`src/gtp_pkg.sv`:
```
// ----------------------------------------------------------------------------
// gtp_pkg: shared constants and types of the grid tile placer
// Geometry constants, codes, width constants and controller/datapath buses.
// ----------------------------------------------------------------------------
package gtp_pkg;

  // Tile geometry and map size
  localparam int TILE_WIDTH  = 200;
  localparam int TILE_HEIGHT = 150;
  localparam int CELLS       = 256;
  localparam int CELL_AW     = $clog2(CELLS);
  localparam int OWN_W       = 6;

  // Arithmetic widths
  localparam int DIV_W   = 22;
  localparam int DVSR_W  = 12;
  localparam int MUL_A_W = 18;
  localparam int MUL_B_W = 12;
  localparam int PROD_W  = MUL_A_W + MUL_B_W;

  // Input commands (tuser)
  localparam logic [1:0] CMD_CLEAR  = 2'd0;
  localparam logic [1:0] CMD_PLACE  = 2'd1;
  localparam logic [1:0] CMD_LOOKUP = 2'd2;
  localparam logic [1:0] CMD_UNUSED = 2'd3;

  // Result status (tuser)
  localparam logic [2:0] ST_PLACED  = 3'd0;
  localparam logic [2:0] ST_NO_ROOM = 3'd1;
  localparam logic [2:0] ST_CLEARED = 3'd2;
  localparam logic [2:0] ST_HIT     = 3'd3;
  localparam logic [2:0] ST_MISS    = 3'd4;

  // Configuration register indexes
  localparam logic [1:0] REG_COLUMNS  = 2'd0;
  localparam logic [1:0] REG_MARGIN_X = 2'd1;
  localparam logic [1:0] REG_MARGIN_Y = 2'd2;

  // Datapath operations
  localparam logic [3:0] OP_NOP    = 4'd0;
  localparam logic [3:0] OP_CLEAR  = 4'd1;
  localparam logic [3:0] OP_ASPECT = 4'd2;
  localparam logic [3:0] OP_SCAN   = 4'd3;
  localparam logic [3:0] OP_MARK0  = 4'd4;
  localparam logic [3:0] OP_MARK1  = 4'd5;
  localparam logic [3:0] OP_OX     = 4'd6;
  localparam logic [3:0] OP_OY     = 4'd7;
  localparam logic [3:0] OP_PA     = 4'd8;
  localparam logic [3:0] OP_PB     = 4'd9;
  localparam logic [3:0] OP_CMP    = 4'd10;
  localparam logic [3:0] OP_FIN    = 4'd11;
  localparam logic [3:0] OP_LX     = 4'd12;
  localparam logic [3:0] OP_LY     = 4'd13;
  localparam logic [3:0] OP_LMUL   = 4'd14;
  localparam logic [3:0] OP_LRD    = 4'd15;

  // Full rows of the map for each column count (index 0 acts as one column)
  localparam logic [CELL_AW:0] ROWS_TBL [32] = '{
    (CELL_AW+1)'(CELLS),      (CELL_AW+1)'(CELLS / 1),  (CELL_AW+1)'(CELLS / 2),
    (CELL_AW+1)'(CELLS / 3),  (CELL_AW+1)'(CELLS / 4),  (CELL_AW+1)'(CELLS / 5),
    (CELL_AW+1)'(CELLS / 6),  (CELL_AW+1)'(CELLS / 7),  (CELL_AW+1)'(CELLS / 8),
    (CELL_AW+1)'(CELLS / 9),  (CELL_AW+1)'(CELLS / 10), (CELL_AW+1)'(CELLS / 11),
    (CELL_AW+1)'(CELLS / 12), (CELL_AW+1)'(CELLS / 13), (CELL_AW+1)'(CELLS / 14),
    (CELL_AW+1)'(CELLS / 15), (CELL_AW+1)'(CELLS / 16), (CELL_AW+1)'(CELLS / 17),
    (CELL_AW+1)'(CELLS / 18), (CELL_AW+1)'(CELLS / 19), (CELL_AW+1)'(CELLS / 20),
    (CELL_AW+1)'(CELLS / 21), (CELL_AW+1)'(CELLS / 22), (CELL_AW+1)'(CELLS / 23),
    (CELL_AW+1)'(CELLS / 24), (CELL_AW+1)'(CELLS / 25), (CELL_AW+1)'(CELLS / 26),
    (CELL_AW+1)'(CELLS / 27), (CELL_AW+1)'(CELLS / 28), (CELL_AW+1)'(CELLS / 29),
    (CELL_AW+1)'(CELLS / 30), (CELL_AW+1)'(CELLS / 31)
  };

  // Controller to datapath
  typedef struct packed {
    logic [3:0] op;
    logic       ld_in;
    logic       ld_out;
    logic [2:0] res_status;
  } dp_cmd_t;

  // Datapath to controller
  typedef struct packed {
    logic fit;
    logic scan_end;
    logic two_cell;
    logic div_done;
    logic div_busy;
    logic lk_hit;
    logic out_free;
  } dp_sts_t;

endpackage

```
`src/gtp_div.sv`:
```
// ----------------------------------------------------------------------------
// gtp_div: restoring divider
// Unsigned quotient, one bit per cycle, done pulses one cycle at the end.
// ----------------------------------------------------------------------------
module gtp_div (
  input  logic                        clk,
  input  logic                        rst_n,
  input  logic                        start_i,
  input  logic [gtp_pkg::DIV_W-1:0]   dividend_i,
  input  logic [gtp_pkg::DVSR_W-1:0]  divisor_i,
  output logic [gtp_pkg::DIV_W-1:0]   quotient_o,
  output logic                        done_o,
  output logic                        busy_o
);

  localparam int CNT_W = $clog2(gtp_pkg::DIV_W + 1);

  logic [gtp_pkg::DVSR_W-1:0] rem_r, dvsr_r;
  logic [gtp_pkg::DIV_W-1:0]  quo_r;
  logic [CNT_W-1:0]           cnt_r;
  logic                       busy_r, done_r;
  logic [gtp_pkg::DVSR_W:0]   sh;
  logic [gtp_pkg::DVSR_W:0]   diff;
  logic                       ge;

  // Trial subtract of the shifted remainder
  always_comb begin
    sh   = {rem_r, quo_r[gtp_pkg::DIV_W-1]};
    diff = sh - {1'b0, dvsr_r};
    ge   = sh >= {1'b0, dvsr_r};
  end

  // Control
  always_ff @(posedge clk) begin
    if (!rst_n) begin
      busy_r <= 1'b0;
      done_r <= 1'b0;
      cnt_r  <= '0;
    end else if (start_i) begin
      busy_r <= 1'b1;
      done_r <= 1'b0;
      cnt_r  <= CNT_W'(gtp_pkg::DIV_W);
    end else if (busy_r) begin
      cnt_r <= cnt_r - 1'b1;
      if (cnt_r == CNT_W'(1)) begin
        busy_r <= 1'b0;
        done_r <= 1'b1;
      end
    end else begin
      done_r <= 1'b0;
    end
  end

  // Shift one quotient bit a cycle
  always_ff @(posedge clk) begin
    if (start_i) begin
      rem_r  <= '0;
      quo_r  <= dividend_i;
      dvsr_r <= divisor_i;
    end else if (busy_r) begin
      rem_r <= ge ? diff[gtp_pkg::DVSR_W-1:0] : sh[gtp_pkg::DVSR_W-1:0];
      quo_r <= {quo_r[gtp_pkg::DIV_W-2:0], ge};
    end
  end

  assign quotient_o = quo_r;
  assign done_o     = done_r;
  assign busy_o     = busy_r;

endmodule

```
`src/gtp_dp.sv`:
```
// ----------------------------------------------------------------------------
// gtp_dp: grid tile placer datapath
// Config registers, occupancy map, scan counters, geometry and result word.
// ----------------------------------------------------------------------------
module gtp_dp (
  input  logic              clk,
  input  logic              rst_n,
  input  gtp_pkg::dp_cmd_t  cmd,
  output gtp_pkg::dp_sts_t  sts,
  input  logic [63:0]       in_tdata,
  input  logic              cfg_valid,
  input  logic [1:0]        cfg_index,
  input  logic [7:0]        cfg_data,
  output logic              out_tvalid,
  input  logic              out_tready,
  output logic [119:0]      out_tdata,
  output logic [2:0]        out_tuser
);

  localparam int AW = gtp_pkg::CELL_AW;
  localparam int MUL_A_W_L = gtp_pkg::MUL_A_W;

  // Configuration
  logic [4:0] cols_r;
  logic [7:0] mx_r, my_r;
  logic [4:0] cols_eff;
  logic [AW:0] rows;

  // Input item
  logic [5:0]  item_r;
  logic [11:0] w_r, h_r;
  logic [12:0] clx_r;
  logic [17:0] cly_r;

  // Map
  logic [gtp_pkg::OWN_W-1:0] mem [gtp_pkg::CELLS];
  logic [gtp_pkg::CELLS-1:0] occ_r;

  // Scan
  logic [AW-1:0] i_r;
  logic [4:0]    x_r;
  logic [7:0]    y_r;
  logic          fx2_r, fy2_r;
  logic [AW:0]   sec;
  logic          xfit, yfit, free_c, fit_c;

  // Aspect test
  logic signed [25:0] w_s, h_s, lhs, bnd;
  logic               wide_a, tall_a;

  // Geometry
  logic [MUL_A_W_L-1:0] mul_a;
  logic [11:0]          mul_b;
  logic [gtp_pkg::PROD_W-1:0] prod_r;
  logic [9:0]  ow_r, oh_r, iw_r, ih_r;
  logic [17:0] ox_r, oy_r, ix_r, iy_r;
  logic [21:0] a_r;
  logic        wide_r, wide_c;
  logic [9:0]  q10;

  // Divider
  logic        div_start;
  logic [21:0] div_dnd;
  logic [11:0] div_dvs;
  logic [21:0] quo;
  logic        div_done, div_busy;
  logic [11:0] pitch_x, pitch_y;
  logic [12:0] lx;
  logic [17:0] ly;

  // Lookup
  logic [12:0] qx_r;
  logic [gtp_pkg::PROD_W-1:0] cell_sum;
  logic [5:0]  rd_own_r;
  logic        rd_occ_r, inr_r;

  // Write port
  logic          wr_en;
  logic [AW-1:0] wr_addr;

  // Output
  logic         out_valid_r;
  logic [117:0] out_data_r;
  logic [2:0]   out_st_r;
  logic         out_free;
  logic [5:0]   res_own;
  logic         placed;

  // Configuration writes
  always_ff @(posedge clk) begin
    if (!rst_n) begin
      cols_r <= 5'd4;
      mx_r   <= 8'd0;
      my_r   <= 8'd10;
    end else if (cfg_valid) begin
      unique case (cfg_index)
        gtp_pkg::REG_COLUMNS:  cols_r <= cfg_data[4:0];
        gtp_pkg::REG_MARGIN_X: mx_r   <= cfg_data;
        gtp_pkg::REG_MARGIN_Y: my_r   <= cfg_data;
        default: ;
      endcase
    end
  end

  assign cols_eff = (cols_r == 5'd0) ? 5'd1 : cols_r;
  assign rows     = gtp_pkg::ROWS_TBL[cols_eff];
  assign pitch_x  = 12'(gtp_pkg::TILE_WIDTH) + {4'd0, mx_r};
  assign pitch_y  = 12'(gtp_pkg::TILE_HEIGHT) + {4'd0, my_r};

  // Capture the input word, zero sizes act as one
  always_ff @(posedge clk) begin
    if (cmd.ld_in) begin
      item_r <= in_tdata[5:0];
      w_r    <= (in_tdata[17:6] == 12'd0) ? 12'd1 : in_tdata[17:6];
      h_r    <= (in_tdata[29:18] == 12'd0) ? 12'd1 : in_tdata[29:18];
      clx_r  <= in_tdata[42:30];
      cly_r  <= in_tdata[60:43];
    end
  end

  // Aspect test by cross-multiplication
  always_comb begin
    w_s    = $signed({14'd0, w_r});
    h_s    = $signed({14'd0, h_r});
    lhs    = 26'sd5 * ($signed(26'(gtp_pkg::TILE_HEIGHT)) * w_s
                     - $signed(26'(gtp_pkg::TILE_WIDTH)) * h_s);
    bnd    = $signed(26'(2 * gtp_pkg::TILE_WIDTH)) * w_s;
    wide_a = (lhs > bnd) && (cols_eff > 5'd1);
    tall_a = !wide_a && (lhs < -bnd);
  end

  // Candidate footprint at the scan position
  always_comb begin
    if (fx2_r) sec = {1'b0, i_r} + 1'b1;
    else if (fy2_r) sec = {1'b0, i_r} + {{(AW-4){1'b0}}, cols_eff};
    else sec = {1'b0, i_r};
    xfit   = ({1'b0, x_r} + {5'd0, fx2_r} + 6'd1) <= {1'b0, cols_eff};
    yfit   = ({1'b0, y_r} + {8'd0, fy2_r} + 9'd1) <= rows;
    free_c = !occ_r[i_r] && !occ_r[sec[AW-1:0]];
    fit_c  = xfit && yfit && free_c;
  end

  // Scan counters
  always_ff @(posedge clk) begin
    if (cmd.op == gtp_pkg::OP_ASPECT) begin
      fx2_r <= wide_a;
      fy2_r <= tall_a;
      i_r   <= '0;
      x_r   <= '0;
      y_r   <= '0;
    end else if (cmd.op == gtp_pkg::OP_SCAN && !fit_c) begin
      i_r <= i_r + 1'b1;
      if (x_r + 5'd1 == cols_eff) begin
        x_r <= '0;
        y_r <= y_r + 1'b1;
      end else begin
        x_r <= x_r + 1'b1;
      end
    end
  end

  // Occupancy flags: clear at once, set the footprint
  always_ff @(posedge clk) begin
    if (!rst_n || cmd.op == gtp_pkg::OP_CLEAR) begin
      occ_r <= '0;
    end else if (cmd.op == gtp_pkg::OP_MARK0) begin
      occ_r[i_r]          <= 1'b1;
      occ_r[sec[AW-1:0]]  <= 1'b1;
    end
  end

  // Owner memory write and registered read
  assign wr_en   = (cmd.op == gtp_pkg::OP_MARK0) || (cmd.op == gtp_pkg::OP_MARK1);
  assign wr_addr = (cmd.op == gtp_pkg::OP_MARK1) ? sec[AW-1:0] : i_r;
  assign cell_sum = prod_r + gtp_pkg::PROD_W'(qx_r);

  always_ff @(posedge clk) begin
    if (wr_en) begin
      mem[wr_addr] <= item_r;
    end
    if (cmd.op == gtp_pkg::OP_LRD) begin
      rd_own_r <= mem[cell_sum[AW-1:0]];
      rd_occ_r <= occ_r[cell_sum[AW-1:0]];
      inr_r    <= cell_sum < gtp_pkg::PROD_W'(gtp_pkg::CELLS);
    end
  end

  // Shared multiplier operands
  always_comb begin
    unique case (cmd.op)
      gtp_pkg::OP_OX: begin
        mul_a = MUL_A_W_L'(x_r);
        mul_b = pitch_x;
      end
      gtp_pkg::OP_OY: begin
        mul_a = MUL_A_W_L'(y_r);
        mul_b = pitch_y;
      end
      gtp_pkg::OP_PA: begin
        mul_a = MUL_A_W_L'(oh_r);
        mul_b = w_r;
      end
      gtp_pkg::OP_PB: begin
        mul_a = MUL_A_W_L'(h_r);
        mul_b = {2'd0, ow_r};
      end
      gtp_pkg::OP_LMUL: begin
        mul_a = quo[MUL_A_W_L-1:0];
        mul_b = {7'd0, cols_eff};
      end
      default: begin
        mul_a = '0;
        mul_b = '0;
      end
    endcase
  end

  always_ff @(posedge clk) begin
    prod_r <= mul_a * mul_b;
  end

  // Divider operands
  assign wide_c = a_r > prod_r[21:0];
  assign lx     = clx_r - {6'd0, mx_r[7:1]};
  assign ly     = cly_r - {11'd0, my_r[7:1]};

  always_comb begin
    div_start = 1'b0;
    div_dnd   = '0;
    div_dvs   = 12'd1;
    unique case (cmd.op)
      gtp_pkg::OP_CMP: begin
        div_start = 1'b1;
        div_dnd   = wide_c ? prod_r[21:0] : a_r;
        div_dvs   = wide_c ? w_r : h_r;
      end
      gtp_pkg::OP_LX: begin
        div_start = 1'b1;
        div_dnd   = (clx_r < {6'd0, mx_r[7:1]}) ? 22'd0 : 22'(lx);
        div_dvs   = pitch_x;
      end
      gtp_pkg::OP_LY: begin
        div_start = 1'b1;
        div_dnd   = (cly_r < {11'd0, my_r[7:1]}) ? 22'd0 : 22'(ly);
        div_dvs   = pitch_y;
      end
      default: ;
    endcase
  end

  gtp_div u_div (
    .clk        (clk),
    .rst_n      (rst_n),
    .start_i    (div_start),
    .dividend_i (div_dnd),
    .divisor_i  (div_dvs),
    .quotient_o (quo),
    .done_o     (div_done),
    .busy_o     (div_busy)
  );

  // Rectangle registers
  assign q10 = quo[9:0];

  always_ff @(posedge clk) begin
    unique case (cmd.op)
      gtp_pkg::OP_OX: begin
        ow_r <= fx2_r ? 10'(2 * gtp_pkg::TILE_WIDTH) + {2'd0, mx_r}
                      : 10'(gtp_pkg::TILE_WIDTH);
        oh_r <= fy2_r ? 10'(2 * gtp_pkg::TILE_HEIGHT) + {2'd0, my_r}
                      : 10'(gtp_pkg::TILE_HEIGHT);
      end
      gtp_pkg::OP_OY: ox_r <= prod_r[17:0] + {11'd0, mx_r[7:1]};
      gtp_pkg::OP_PA: oy_r <= prod_r[17:0] + {11'd0, my_r[7:1]};
      gtp_pkg::OP_PB: a_r  <= prod_r[21:0];
      gtp_pkg::OP_CMP: wide_r <= wide_c;
      gtp_pkg::OP_FIN: begin
        if (wide_r) begin
          iw_r <= ow_r;
          ih_r <= q10;
          ix_r <= ox_r;
          iy_r <= oy_r + {9'd0, 9'((oh_r - q10) >> 1)};
        end else begin
          iw_r <= q10;
          ih_r <= oh_r;
          ix_r <= ox_r + {9'd0, 9'((ow_r - q10) >> 1)};
          iy_r <= oy_r;
        end
      end
      gtp_pkg::OP_LY: qx_r <= quo[12:0];
      default: ;
    endcase
  end

  // Result word
  assign out_free = !out_valid_r || out_tready;
  assign placed   = cmd.res_status == gtp_pkg::ST_PLACED;

  always_comb begin
    if (placed || cmd.res_status == gtp_pkg::ST_NO_ROOM) res_own = item_r;
    else if (cmd.res_status == gtp_pkg::ST_HIT) res_own = rd_own_r;
    else res_own = '0;
  end

  always_ff @(posedge clk) begin
    if (!rst_n) begin
      out_valid_r <= 1'b0;
    end else if (cmd.ld_out) begin
      out_valid_r <= 1'b1;
    end else if (out_tready) begin
      out_valid_r <= 1'b0;
    end
  end

  always_ff @(posedge clk) begin
    if (cmd.ld_out) begin
      out_st_r   <= cmd.res_status;
      out_data_r <= placed ? {ih_r, iw_r, iy_r, ix_r, oh_r, ow_r, oy_r, ox_r, res_own}
                           : {112'd0, res_own};
    end
  end

  assign out_tvalid = out_valid_r;
  assign out_tdata  = {2'd0, out_data_r};
  assign out_tuser  = out_st_r;

  // Status
  always_comb begin
    sts.fit      = fit_c;
    sts.scan_end = i_r == {AW{1'b1}};
    sts.two_cell = fx2_r || fy2_r;
    sts.div_done = div_done;
    sts.div_busy = div_busy;
    sts.lk_hit   = inr_r && rd_occ_r;
    sts.out_free = out_free;
  end

endmodule

```
`src/gtp_ctrl.sv`:
```
// ----------------------------------------------------------------------------
// gtp_ctrl: grid tile placer controller
// Sequences clear, first-fit place and lookup through the datapath.
// ----------------------------------------------------------------------------
module gtp_ctrl (
  input  logic              clk,
  input  logic              rst_n,
  input  logic              in_tvalid,
  output logic              in_tready,
  input  logic [1:0]        in_tuser,
  input  gtp_pkg::dp_sts_t  sts,
  output gtp_pkg::dp_cmd_t  cmd
);

  localparam logic [4:0] S_IDLE = 5'd0;
  localparam logic [4:0] S_CLR  = 5'd1;
  localparam logic [4:0] S_ASP  = 5'd2;
  localparam logic [4:0] S_SCAN = 5'd3;
  localparam logic [4:0] S_MK0  = 5'd4;
  localparam logic [4:0] S_MK1  = 5'd5;
  localparam logic [4:0] S_OX   = 5'd6;
  localparam logic [4:0] S_OY   = 5'd7;
  localparam logic [4:0] S_PA   = 5'd8;
  localparam logic [4:0] S_PB   = 5'd9;
  localparam logic [4:0] S_CMP  = 5'd10;
  localparam logic [4:0] S_DW   = 5'd11;
  localparam logic [4:0] S_FIN  = 5'd12;
  localparam logic [4:0] S_LX   = 5'd13;
  localparam logic [4:0] S_LXW  = 5'd14;
  localparam logic [4:0] S_LY   = 5'd15;
  localparam logic [4:0] S_LYW  = 5'd16;
  localparam logic [4:0] S_LM   = 5'd17;
  localparam logic [4:0] S_LRD  = 5'd18;
  localparam logic [4:0] S_LCHK = 5'd19;
  localparam logic [4:0] S_OUT  = 5'd20;

  logic [4:0] state_r, state_nxt;
  logic [2:0] res_r, res_nxt;
  logic       accept;

  assign in_tready = state_r == S_IDLE;
  assign accept    = in_tvalid && in_tready;

  // Next state and datapath command
  always_comb begin
    state_nxt      = state_r;
    res_nxt        = res_r;
    cmd.op         = gtp_pkg::OP_NOP;
    cmd.ld_in      = accept;
    cmd.ld_out     = 1'b0;
    cmd.res_status = res_r;
    unique case (state_r)
      S_IDLE: begin
        if (accept) begin
          unique case (in_tuser)
            gtp_pkg::CMD_CLEAR:  state_nxt = S_CLR;
            gtp_pkg::CMD_PLACE:  state_nxt = S_ASP;
            gtp_pkg::CMD_LOOKUP: state_nxt = S_LX;
            default:             state_nxt = S_IDLE;
          endcase
        end
      end
      S_CLR: begin
        cmd.op    = gtp_pkg::OP_CLEAR;
        res_nxt   = gtp_pkg::ST_CLEARED;
        state_nxt = S_OUT;
      end
      S_ASP: begin
        cmd.op    = gtp_pkg::OP_ASPECT;
        state_nxt = S_SCAN;
      end
      S_SCAN: begin
        cmd.op = gtp_pkg::OP_SCAN;
        priority if (sts.fit) begin
          state_nxt = S_MK0;
        end else if (sts.scan_end) begin
          res_nxt   = gtp_pkg::ST_NO_ROOM;
          state_nxt = S_OUT;
        end
      end
      S_MK0: begin
        cmd.op    = gtp_pkg::OP_MARK0;
        state_nxt = sts.two_cell ? S_MK1 : S_OX;
      end
      S_MK1: begin
        cmd.op    = gtp_pkg::OP_MARK1;
        state_nxt = S_OX;
      end
      S_OX: begin
        cmd.op    = gtp_pkg::OP_OX;
        state_nxt = S_OY;
      end
      S_OY: begin
        cmd.op    = gtp_pkg::OP_OY;
        state_nxt = S_PA;
      end
      S_PA: begin
        cmd.op    = gtp_pkg::OP_PA;
        state_nxt = S_PB;
      end
      S_PB: begin
        cmd.op    = gtp_pkg::OP_PB;
        state_nxt = S_CMP;
      end
      S_CMP: begin
        cmd.op    = gtp_pkg::OP_CMP;
        state_nxt = S_DW;
      end
      S_DW: begin
        if (sts.div_done) state_nxt = S_FIN;
      end
      S_FIN: begin
        cmd.op    = gtp_pkg::OP_FIN;
        res_nxt   = gtp_pkg::ST_PLACED;
        state_nxt = S_OUT;
      end
      S_LX: begin
        cmd.op    = gtp_pkg::OP_LX;
        state_nxt = S_LXW;
      end
      S_LXW: begin
        if (sts.div_done) state_nxt = S_LY;
      end
      S_LY: begin
        cmd.op    = gtp_pkg::OP_LY;
        state_nxt = S_LYW;
      end
      S_LYW: begin
        if (sts.div_done) state_nxt = S_LM;
      end
      S_LM: begin
        cmd.op    = gtp_pkg::OP_LMUL;
        state_nxt = S_LRD;
      end
      S_LRD: begin
        cmd.op    = gtp_pkg::OP_LRD;
        state_nxt = S_LCHK;
      end
      S_LCHK: begin
        res_nxt   = sts.lk_hit ? gtp_pkg::ST_HIT : gtp_pkg::ST_MISS;
        state_nxt = S_OUT;
      end
      S_OUT: begin
        // hold until the output register is free
        if (sts.out_free) begin
          cmd.ld_out = 1'b1;
          state_nxt  = S_IDLE;
        end
      end
      default: state_nxt = S_IDLE;
    endcase
  end

  always_ff @(posedge clk) begin
    if (!rst_n) begin
      state_r <= S_IDLE;
      res_r   <= gtp_pkg::ST_CLEARED;
    end else begin
      state_r <= state_nxt;
      res_r   <= res_nxt;
    end
  end

endmodule

```
`src/grid_tile_placer.sv`:
```
// ----------------------------------------------------------------------------
// grid_tile_placer: first-fit tile placement on a grid occupancy map
// Clear, place and lookup commands against a 256-cell occupancy map.
// ----------------------------------------------------------------------------
// Usage:
//   The input stream carries one command word; tuser holds the command
//   (clear, place, lookup) and tdata the item index, image size and click
//   point. Each clear, place or lookup yields exactly one result word on the
//   output stream, with the status in tuser and owner plus rectangles in
//   tdata. An unused command code is taken and dropped without a result.
//   The configuration channel writes columns, margin_x and margin_y; write
//   it only while the block is idle.
//   One command is worked at a time. Lookup makes two bit-serial divider
//   passes. Place runs a first-fit scan that visits 1 to 256 cells, one
//   candidate per cycle, marks the footprint (a second step for a two-cell
//   footprint), and one bit-serial divider pass fits the image; no_room
//   returns after a full scan.
//   A finished result sits in the output register; the next command is
//   accepted while it waits. A stalled receiver holds only the following
//   result. Reset empties the map at once and restores columns 4,
//   margin_x 0, margin_y 10.
// ----------------------------------------------------------------------------
module grid_tile_placer (
  input  logic         clk,
  input  logic         rst_n,
  input  logic         in_tvalid,
  output logic         in_tready,
  input  logic [63:0]  in_tdata,   // item_index, image_width, image_height, click_x, click_y
  input  logic [1:0]   in_tuser,   // cmd
  output logic         out_tvalid,
  input  logic         out_tready,
  output logic [119:0] out_tdata,  // owner_index, outer_x, outer_y, outer_w, outer_h,
                                   // inner_x, inner_y, inner_w, inner_h
  output logic [2:0]   out_tuser,  // status
  input  logic         cfg_valid,
  output logic         cfg_ready,
  input  logic [1:0]   cfg_index,
  input  logic [7:0]   cfg_data
);

  gtp_pkg::dp_cmd_t ctl;
  gtp_pkg::dp_sts_t sts;

  assign cfg_ready = 1'b1;

  gtp_ctrl u_ctrl (
    .clk       (clk),
    .rst_n     (rst_n),
    .in_tvalid (in_tvalid),
    .in_tready (in_tready),
    .in_tuser  (in_tuser),
    .sts       (sts),
    .cmd       (ctl)
  );

  gtp_dp u_dp (
    .clk        (clk),
    .rst_n      (rst_n),
    .cmd        (ctl),
    .sts        (sts),
    .in_tdata   (in_tdata),
    .cfg_valid  (cfg_valid && cfg_ready),
    .cfg_index  (cfg_index),
    .cfg_data   (cfg_data),
    .out_tvalid (out_tvalid),
    .out_tready (out_tready),
    .out_tdata  (out_tdata),
    .out_tuser  (out_tuser)
  );

`ifndef SYNTHESIS
  // A result is loaded only into a free output register
  a_load_free: assert property (@(posedge clk) disable iff (!rst_n)
    ctl.ld_out |-> sts.out_free)
    else $error("result loaded over a pending word");

  // The divider is started only when idle
  a_div_idle: assert property (@(posedge clk) disable iff (!rst_n)
    (ctl.op == gtp_pkg::OP_CMP || ctl.op == gtp_pkg::OP_LX ||
     ctl.op == gtp_pkg::OP_LY) |-> !sts.div_busy)
    else $error("divider restarted while busy");

  // Divider completion is a single-cycle pulse
  a_done_pulse: assert property (@(posedge clk) disable iff (!rst_n)
    sts.div_done |=> !sts.div_done)
    else $error("divider done held");
`endif

endmodule

```
`config.mk`:
```
export PLATFORM = sky130hd
export DESIGN_NAME = grid_tile_placer
export DESIGN_NICKNAME = d
export VERILOG_FILES = /design/src/gtp_pkg.sv /design/src/gtp_div.sv /design/src/gtp_dp.sv /design/src/gtp_ctrl.sv /design/src/grid_tile_placer.sv
export SDC_FILE = /design/constraint.sdc
export NUM_CORES = 2
export LEC_CHECK = 0
export BUFFER_PORTS_ARGS = -buffer_cell sky130_fd_sc_hd__buf_2
export CAP_MARGIN = 25
export CORE_MARGIN = 2
export CORE_UTILIZATION = 45
export DETAILED_ROUTE_END_ITERATION = 7
export PLACE_DENSITY = 0.62
export SYNTH_ARGS = -nofsm -noshare
export SYNTH_HDL_FRONTEND = slang
export SYNTH_SLANG_ARGS = --single-unit
```
`constraint.sdc`:
```
create_clock -name clk -period 10.7 [get_ports clk]
set_input_delay 0.535 -clock clk [delete_from_list [all_inputs] [get_ports clk]]
set_output_delay 0.535 -clock clk [all_outputs]
set_load 0.005 [all_outputs]
```
==> flow_summary.ini <==
[run_status]
outcome = finished, violations left
violations = max-slew violations

[clocking]
cts_max_path_buffers = 3
cts_tree = yes
numCtsBuffers = 231
clkTransAtPathRegs_ps = 60
clock_sinks = 2266
root_buffer = clkbuf_16
cts_setup_buffers = 0
h-tree-depth = 4
clk_latency_ps = 940

[logic_synthesis]
syn_inst = 8133
synth-seq-cells = 2266
synth_fa_ha_area_frac = 0.0838
synth_cell_types = 90
synthXorXnorAreaFrac = 0.0202
yosys.area_share.simple = 0.0726
synth_edf_count = 1910
netlist_top_cells_area = edfxtp_1, mux4_2, dfxtp_1
synth_top_area_frac = 0.504
synth_top_family_by_area = multiplexers
yosysSeqAreaShare = 0.567
yosysTopAreaCell = edfxtp_1
syn-mean-instance-area_sq_um = 14.0
synth-compound-area-share = 0.0695
synthArstFlopShare = 0
synth_area_sq_um = 114000
synth_mux_area_frac = 0.154
ys_warn_count = 0
synthFlopType = edfxtp_1

[routing]
routedWlPerCell_microns = 26.4
drt_iter0_markers = 8484
firstDrtPassIters = 6
wirelength_mm = 315
route.antenna.remaining_nets = 0
drc_errors = 0
top_layer_used = met5
vias = 71900
wl_met3_mm = 28.1
wirelength_met1_mm = 127
drt-vias-per-instance = 6.04
wl_met2_mm = 148

[finish]
area_delta_synth_final_pct = 12.0
final_common_cell = edfxtp_1
drive_gt1_frac = 0.176
final_nets = 9066
layout_common_cells = edfxtp_1, nor2_1, mux4_2

[die]
initial_utilization = 0.452
core_sq_um = 251000
die_w_microns = 507
fp.dieH_microns = 507
boundaryPins = 207
rows = 184
dieArea_sq_um = 257000

[setup_path]
worstPathRequired_ps = 11340
cpMaxStageDelayCell = edfxtp_1
worstReg2RegEnd = u_dp.fy2_r
path_class = flip-flop to flip-flop
worstPathMaxFanout = 9
cpMostUsedCell = o21ai_0
end_kind = flip-flop
r2r-start = u_dp.w_r[3]
max_stage_delay_ps = 640
rr_worst_depth = 39
start_kind = flip-flop
cp.arrival_ps = 9830
r2r_slack_ps = 1510

[sta]
drv_slew = 56
rsz0062_at_grt = no
finalSetupViolCount = 0
tightest_slew_ps = 1530
min_period_over_period = 0.859
relSlewSlack = -0.0179
hold_viol = 0
min_period_ps = 9190
finalClockSkew_ps = 121
timing.fmax_ghz = 0.109
fin_setup_tns_ps = 0

[min_path]
holdPathStages = 3
holdCritPathClass = primary input to flip-flop
min_from = cfg_data[0]
holdPathEnd = u_dp.mx_r[0]

[grt]
grt_max_degree = 258
grt_pass1_vias = 71700
overflow = 0
antenna_found_initial = 13
grt_first_pass_wirelength_mm = 468
grt_usage = 0.242

[placement]
dp_hpwl_mm = 199
port_buffers = 200
place_congestion = 0.920

[job]
max_cap_violations = 0
## cell usage after synthesis, types with 132 or more instances
cell,instances
edfxtp_1,1910
o22ai_1,265
nor2_1,793
nand2_1,476
o21ai_0,157
mux4_2,690
clkbuf_1,384
ha_1,438
mux2i_1,158
xnor2_1,194
inv_1,453
and2_1,132
a21oi_1,465
dfxtp_1,356
fa_1,202
## registers in the layout, summed over array words and instances, names as in the netlist, 22 cells and up
name	count
u_dp.u_div.quotient_o	22
u_dp.occ_r	256
u_dp.out_data_r	118
u_dp.mem	1536
u_dp.prod_r	30
u_dp.a_r	22
## cell families after synthesis
kind of cell    count (synthesis)
compound gates               1275
fa+ha+maj                     641
other cells                     2
xor+xnor                      262
buf+inv                       946
mux                           887
flops                        2266
simple gates                 1854
## area by class of cell
class                           count  area [sq um]
Antenna cell                        8          20.0
Clock buffer                      278          6060
Clock inverter                    159          1770
Fill cell                       21100        124000
Inverter                          458          1720
Multi-Input combinational cell   4970         46000
Sequential cell                  2266         64500
Tap cell                         3348          4190
Timing Repair Buffer              418          3090
## worst max-delay path by stage
stage / slack, ps / cells past startpoint / to / start
CTS: 1640 / 39 / u_dp.fy2_r / u_dp.w_r[3]
global placement: 1710 / 38 / u_dp.fy2_r / u_dp.w_r[4]
global route: 820 / 39 / u_dp.fy2_r / u_dp.w_r[3]
floorplan: 2790 / 38 / u_dp.fy2_r / u_dp.w_r[4]
finish: 1510 / 39 / u_dp.fy2_r / u_dp.w_r[3]
detailed placement: 1710 / 38 / u_dp.fy2_r / u_dp.w_r[6]
## timing repair
action	4_1_cts	5_1_grt
hold endpoints to repair	73	0
resized for setup	0	0
hold buffers	68	0
## routing by layer
| metal | GRT usage | vias to the layer above |
|---|---|---|
| met5 | 0 | - |
| li1 | - | 31200 |
| met3 | 0.0487 | 682 |
| met4 | 0.0907 | 4 |
| met2 | 0.386 | 3527 |
| met1 | 0.329 | 36500 |
## worst max-delay path: cells and delay by family, from the launching register on
| kind | cells | cell delay [ps] |
|---|---|---|
| flip-flops | 1 | 640 |
| buffers and inverters | 3 | 200 |
| XOR/XNOR | 3 | 570 |
| AND/OR/NAND/NOR | 5 | 570 |
| AO/OA/AOI/OAI | 18 | 3590 |
| adder cells (fa/ha/maj) | 10 | 3430 |
## metrics by stage
| step | std cells | setup slack [ps] | hold slack, ps | area, sq um | utilization |
|---|---|---|---|---|---|
| floorplan | 8182 | 2790 | 406 | 114000 | - |
| global placement | 11400 | 1710 | 456 | 119000 | 0.472 |
| detailed placement | 11400 | 1710 | 469 | 119000 | 0.472 |
| CTS | 11900 | 1640 | 9.90 | 127000 | 0.506 |
| global route | 11900 | 823 | 60.4 | 127000 | 0.507 |
| finish | 11900 | 1510 | 73.3 | 127000 | 0.507 |
Power is left out: the tool's default activity adds up to more than one toggle a clock period on the data nets, which glitch-free logic cannot reach.
